==> config.mk <==
export PLATFORM = sky130hd
export DESIGN_NAME = sliding_median_filter_core
export DESIGN_NICKNAME = d
export VERILOG_FILES = /design/src/sv/smf_pkg.sv /design/src/sv/smf_cell.sv /design/src/sv/sliding_median_filter_core.sv
export SDC_FILE = /design/constraint.sdc
export NUM_CORES = 1
export LEC_CHECK = 0
export BUFFER_PORTS_ARGS = -buffer_cell sky130_fd_sc_hd__buf_4
export CAP_MARGIN = 10
export CORE_MARGIN = 3
export CORE_UTILIZATION = 50
export CTS_BUF_LIST = sky130_fd_sc_hd__clkbuf_8
export CTS_CLUSTER_DIAMETER = 60
export CTS_CLUSTER_SIZE = 28
export DETAILED_ROUTE_END_ITERATION = 12
export GPL_ROUTABILITY_DRIVEN = 0
export PLACE_DENSITY = 0.62
export SYNTH_ARGS = -nofsm -noshare
export SYNTH_HDL_FRONTEND = slang
export SYNTH_SLANG_ARGS = --single-unit
==> constraint.sdc <==
create_clock -name clock -period 4.72 [get_ports clock]
set_input_delay 0.944 -clock clock [delete_from_list [all_inputs] [get_ports clock]]
set_output_delay 0.944 -clock clock [all_outputs]
set_load 0.02 [all_outputs]
==> src/sv/smf_pkg.sv <==
// Shared constants and types for the sliding median filter.
package smf_pkg;

   localparam int WINDOW   = 10;
   localparam int TAG_W    = $clog2(WINDOW);
   localparam int SAMPLE_W = 16;
   localparam int SUM_W    = SAMPLE_W + 1;
   localparam int MID_LO   = (WINDOW - 1) / 2;
   localparam int MID_HI   = WINDOW / 2;

   // One slot of the sorted chain: value, ring slot it came from, and
   // whether it is <= the incoming sample.
   typedef struct packed {
      logic [SAMPLE_W-1:0] val;
      logic [TAG_W-1:0]    tag;
      logic                le;
   } cell_type;

endpackage

==> src/sv/smf_cell.sv <==
// One cell of the sorted window chain: holds a sample and its ring slot tag.
module smf_cell (
   input  logic                          clock,
   input  logic                          reset,
   input  logic                          shift_en,
   input  logic [smf_pkg::SAMPLE_W-1:0]  new_val,
   input  logic [smf_pkg::TAG_W-1:0]     new_tag,
   input  logic [smf_pkg::TAG_W-1:0]     reset_tag,
   input  smf_pkg::cell_type             prev_cell,
   input  smf_pkg::cell_type             next_cell,
   input  logic                          evict_in,
   output logic                          evict_out,
   output smf_pkg::cell_type             cell_out
);

   logic [smf_pkg::SAMPLE_W-1:0] val_ff, val_in;
   logic [smf_pkg::TAG_W-1:0]    tag_ff, tag_in;
   logic                         own_le;
   smf_pkg::cell_type            own_cell, here_cell, prev_sel;

   assign own_le   = (val_ff <= new_val);
   assign own_cell = '{val: val_ff, tag: tag_ff, le: own_le};
   assign cell_out = own_cell;

   // evict_in: evicted entry sits somewhere before this cell.
   assign evict_out = evict_in | (tag_ff == new_tag);

   // View of the chain with the evicted entry removed.
   assign here_cell = evict_out ? next_cell : own_cell;
   assign prev_sel  = evict_in  ? own_cell  : prev_cell;

   always_comb begin
      if (here_cell.le) begin
         val_in = here_cell.val;
         tag_in = here_cell.tag;
      end else if (prev_sel.le) begin
         val_in = new_val;
         tag_in = new_tag;
      end else begin
         val_in = prev_sel.val;
         tag_in = prev_sel.tag;
      end
   end

   always_ff @(posedge clock) begin
      if (reset) begin
         val_ff <= '0;
         tag_ff <= reset_tag;
      end else if (shift_en) begin
         val_ff <= val_in;
         tag_ff <= tag_in;
      end
   end

endmodule

==> src/sv/sliding_median_filter_core.sv <==
// Top level of the sliding-window median filter (sorted cell chain).
//
// Usage:
//  - req channel: one 16-bit unsigned sample per transaction
//    (req_valid/req_ready/req_sample).
//  - rsp channel: one result per request transaction, in order:
//    rsp_median_sum is the sum of the two middle sorted window values
//    (twice the median), rsp_valid_res is set once the window has been
//    written through once. Before that, median_sum reads zero.
//  - The window lives in a chain of WINDOW cells kept in sorted order.
//    Each accepted sample evicts the cell tagged with the current ring
//    slot and is inserted at its sorted place, in the same update.
//  - Result path: the chain update and the pending flag are registered,
//    then the middle-pair sum is registered once the output is free.
//  - Throughput: one transaction per cycle while rsp_ready stays high; the
//    single pending stage and the output register set this figure.
//  - Receiver stall: the output register holds; one more sample can be
//    taken into the chain, then req_ready drops until the output drains.
//  - Reset (synchronous, active high): window cleared to zero, ring slot
//    and fill flag cleared, no result pending.
module sliding_median_filter_core (
   input  logic                          clock,
   input  logic                          reset,
   input  logic                          req_valid,
   output logic                          req_ready,
   input  logic [smf_pkg::SAMPLE_W-1:0]  req_sample,
   output logic                          rsp_valid,
   input  logic                          rsp_ready,
   output logic [smf_pkg::SUM_W-1:0]     rsp_median_sum,
   output logic                          rsp_valid_res
);

   localparam logic [smf_pkg::TAG_W-1:0] LastSlot = smf_pkg::TAG_W'(smf_pkg::WINDOW - 1);

   smf_pkg::cell_type cells [smf_pkg::WINDOW];
   logic              evict [smf_pkg::WINDOW+1];

   logic                      req_fire, load_out;
   logic                      pend_ff, pend_in;
   logic                      filled_ff, filled_in;
   logic [smf_pkg::TAG_W-1:0] wpos_ff, wpos_in;
   logic                      out_vld_ff, out_vld_in;
   logic [smf_pkg::SUM_W-1:0] sum_ff, sum_in;
   logic                      res_ff, res_in;
   logic [smf_pkg::SUM_W-1:0] mid_sum;

   // A result is pending in the chain; move it out when the output is free.
   assign load_out  = pend_ff & (~out_vld_ff | rsp_ready);
   assign req_ready = ~pend_ff | load_out;
   assign req_fire  = req_valid & req_ready;

   // Boundary ties: nothing before cell 0 (insert there if needed), nothing
   // past the last cell (never pulled in).
   localparam smf_pkg::cell_type HeadTie = '{val: '0, tag: '0, le: 1'b1};
   localparam smf_pkg::cell_type TailTie = '{val: '0, tag: '0, le: 1'b0};

   assign evict[0] = 1'b0;

   for (genvar i = 0; i < smf_pkg::WINDOW; i++) begin : g_chain
      smf_pkg::cell_type prev_c, next_c;
      if (i == 0) begin : g_head
         assign prev_c = HeadTie;
      end else begin : g_prev
         assign prev_c = cells[i-1];
      end
      if (i == smf_pkg::WINDOW - 1) begin : g_tail
         assign next_c = TailTie;
      end else begin : g_next
         assign next_c = cells[i+1];
      end

      smf_cell u_cell (
         .clock     (clock),
         .reset     (reset),
         .shift_en  (req_fire),
         .new_val   (req_sample),
         .new_tag   (wpos_ff),
         .reset_tag (smf_pkg::TAG_W'(i)),
         .prev_cell (prev_c),
         .next_cell (next_c),
         .evict_in  (evict[i]),
         .evict_out (evict[i+1]),
         .cell_out  (cells[i])
      );
   end

   // Ring slot and fill flag track the write position of the window.
   always_comb begin
      wpos_in   = wpos_ff;
      filled_in = filled_ff;
      if (req_fire) begin
         if (wpos_ff == LastSlot) begin
            wpos_in   = '0;
            filled_in = 1'b1;
         end else begin
            wpos_in = wpos_ff + 1'b1;
         end
      end
   end

   assign mid_sum = {1'b0, cells[smf_pkg::MID_LO].val}
                  + {1'b0, cells[smf_pkg::MID_HI].val};

   always_comb begin
      pend_in    = pend_ff;
      out_vld_in = out_vld_ff;
      sum_in     = sum_ff;
      res_in     = res_ff;
      if (load_out) begin
         pend_in    = 1'b0;
         out_vld_in = 1'b1;
         sum_in     = filled_ff ? mid_sum : '0;
         res_in     = filled_ff;
      end else if (rsp_ready) begin
         out_vld_in = 1'b0;
      end
      if (req_fire) begin
         pend_in = 1'b1;
      end
   end

   always_ff @(posedge clock) begin
      if (reset) begin
         pend_ff    <= 1'b0;
         out_vld_ff <= 1'b0;
         filled_ff  <= 1'b0;
         wpos_ff    <= '0;
      end else begin
         pend_ff    <= pend_in;
         out_vld_ff <= out_vld_in;
         filled_ff  <= filled_in;
         wpos_ff    <= wpos_in;
      end
   end

   always_ff @(posedge clock) begin
      sum_ff <= sum_in;
      res_ff <= res_in;
   end

   assign rsp_valid      = out_vld_ff;
   assign rsp_median_sum = sum_ff;
   assign rsp_valid_res  = res_ff;

endmodule

==> metrics.csv <==
metric,value,unit
hold_viol_final,0,
power_density,535,nW/um2
cts_hold_buf,0,
rows,66,
track_usage,34.5,%
htreeDepth,1,
drv_cap,0,
holdWs,502,ps
antenna_found_initial,2,
combPwrFrac,51.4,%
syn_to_final_growth,9.74,%
die_w,189,um
critPathLaunchType,flip-flop,
slew_headroom,24.9,%
arrival,4540,ps
power.total,0.00979,W
postRouteAntennaNets,0,
overflow,0,
min_period,4040,ps
cp_max_fo,26,
syn_area,16700,um2
p_sw,0.00473,W
status,completed,
fin_util,55.9,%
vdd_drop_max,0.425,mV
path_cells,xnor2_1 -> nand4_4 -> and2_1 -> nand3_1 -> o21ai_4 -> nand2_1 -> o221a_2,
grt_pass1_wl,95.8,mm
cts_made_buffers,29,
worstPathBufferInverterCount,0,
ys_seq_area_share,28.1,%
swShare,48.4,%
dieArea,35500,um2
drt_first_pass_iters,6,
fin_cells,2484,
p_clk_share,17.6,%
grt_max_degree,67,
cp_top_family,simple AND/OR/NAND/NOR gates,
core-area,32700,um2
initial_core_util,50.9,%
postCtsSetupRepairBufs,0,
cts_num_sinks,225,
dp_hpwl,46.6,mm
syn_inst,2007,
power.internal,0.00505,W
p_leak,7.32,nW
totalWireLength,63.8,mm
fmax,248,MHz
avgSynthCellArea,8.30,um2
cts_tree,built,
cts_resized,0,
io_pins,40,
clock_latency,630,ps
via_per_inst,6.74,
clk_pin_slew_worst_paths,90,ps
grt_setup_unrepaired,no,
worstSetupEndpointType,flip-flop,
ys_seq_elements,225,
nets,2215,
setup_viol,0,
dp_cells,2429,
worstMarginPinSlew,1130,ps
portBuffers,39,
post-route-period-util,85.5,%
fin_setup_tns,0,ps
drcViolationCount,0,
drt_iter0_drc,1964,
critPathRequiredTime,5230,ps
clockRootBuffer,clkbuf_8,
die_y,189,um
wl_per_cell,25.7,um
slowest_delay,930,ps
clk_path_buf_depth,3,
ys_types,82,
min_path_type,reg2reg,
drive_above_1_share,13.6,%
yosys_warnings,0,
vias,16734,
seq_power_share,31.0,%
slew_violations,0,
grt_pass1_vias,15829,
cpMaxStageDelayCell,and2_1,
ys.flop_type,dfxtp_1,
synth_edf_count,18,
syn-num-nets,2204,
worstSetupPathType,reg2reg,
synth-async-reset-ratio,0,%
worst_clock_skew,23.2,ps
==> layout make-up <==
class / instances / area (um2)
flip-flops and latches: 225 / 4680
diodes: 1 / 2.50
clock inverters: 23 / 241
inverters: 88 / 330
repair buffers: 134 / 1070
multi-input cells: 1540 / 11000
well taps: 442 / 553
clock buffers: 31 / 427
fillers: 3109 / 14400
==> sequential cells by signal, indices dropped and copies added (netlist names) <==
name,flops
filled_ff,1
g_chain.u_cell.tag_ff,40
g_chain.u_cell.val_ff,160
pend_ff,1
rsp_median_sum,17
rsp_valid,1
rsp_valid_res,1
wpos_ff,4
==> cells in the final DEF (no fill, tap or decap), types with 18 or more instances in the layout <==
cell type / synthesis / routed
nor2_1: 166 / 165
a22oi_1: 57 / 57
mux2i_1: 87 / 86
o221ai_1: 72 / 72
nor3_1: 31 / 28
o21ai_1: 18 / 19
nand2_1: 138 / 138
o21ai_0: 173 / 171
nand4_1: 34 / 34
o22ai_1: 55 / 55
xnor2_1: 42 / 42
dfxtp_1: 207 / 207
nand3_1: 21 / 21
edfxtp_1: 18 / 18
nor4_1: 19 / 19
a21oi_1: 115 / 115
clkbuf_8: 0 / 31
a21o_1: 18 / 18
mux2_2: 34 / 34
inv_1: 88 / 89
buf_4: 13 / 129
ha_1: 176 / 176
a31oi_1: 29 / 28
==> layer usage <==
metal | vias up | global-route usage [%] | share of wire, %
li1 | 7614 | - | -
met1 | 7920 | 47.3 | 42
met2 | 981 | 50.6 | 41
met3 | 217 | 7.61 | 11
met4 | 2 | 18.4 | 6.0
met5 | - | 0 | 0.036
==> cell families after synthesis <==
kind of cell,Yosys count,share of synthesized area [%]
AO/OA/AOI/OAI,688,27.5
XOR/XNOR,48,2.57
adder cells (fa/ha/maj),177,13.3
buffers and inverters,242,6.26
flip-flops,225,28.1
multiplexers,122,7.62
AND/OR/NAND/NOR,505,14.6
==> worst paths after layout <==
check	start	end	slack, ps	cells after the start
max	wpos_ff[3]	g_chain[1].u_cell.val_ff[10]	680	7
min	g_chain[3].u_cell.val_ff[0]	g_chain[3].u_cell.val_ff[0]	500	2
max reg2reg	wpos_ff[3]	g_chain[1].u_cell.val_ff[10]	680	7
min reg2reg	g_chain[3].u_cell.val_ff[0]	g_chain[3].u_cell.val_ff[0]	500	2
==> power by group through the flow <==
stage	logic, W	registers (W)	clock network, W
4_1_cts	0.00489	0.00299	0.00173
5_1_grt	0.00542	0.00305	0.00182
6_report	0.00503	0.00303	0.00172
3_3_place_gp	0.00481	0.00304	0
3_5_place_dp	0.00487	0.00304	0
2_1_floorplan	0.00362	0.00275	0
==> metrics by stage <==
stage               worst slack, ps  cell area [um2]
finish                          683            18300
global route                    531            18300
CTS                             804            18300
detailed placement              353            17600
global placement                390            17600
floorplan                       949            16700
==> Yosys cell counts, drive strengths merged (6+ instances only) <==
cell / count / area share (%)
nand4: 37 / 1.6
o22ai: 55 / 2.1
o221a: 16 / 1.1
edfxtp: 18 / 3.2
a22o: 10 / 0.53
clkbuf: 97 / 2.2
o211ai: 16 / 0.72
inv: 88 / 2.0
and2: 7 / 0.26
nor4: 19 / 0.71
a31oi: 29 / 1.1
a21oi: 116 / 3.5
nor2: 168 / 3.8
dfxtp: 207 / 25
a22oi: 57 / 2.6
a221oi: 8 / 0.42
ha: 176 / 13
o22a: 7 / 0.37
or3: 12 / 0.45
buf: 57 / 2.1
and4: 8 / 0.42
a21o: 18 / 0.81
o21ai: 193 / 5.9
a31o: 13 / 0.68
a211oi: 12 / 0.54
nor3: 32 / 1.0
o32ai: 9 / 0.47
xnor2: 43 / 2.3
a21boi: 7 / 0.32
a222oi: 6 / 0.36
nand2: 139 / 3.1
mux2i: 87 / 5.2
nand3: 22 / 0.69
and3: 14 / 0.53
nor3b: 10 / 0.45
nor2b: 17 / 0.64
nand2b: 9 / 0.34
o221ai: 72 / 3.8
mux2: 35 / 2.4
o21a: 9 / 0.41
==> tightest hold or removal path: stages, from the launching register on <==
cell and delay, ps:
dfxtp_1 360, nand2_1 60, o221ai_1 60
Power figures use the tool's default switching activity.
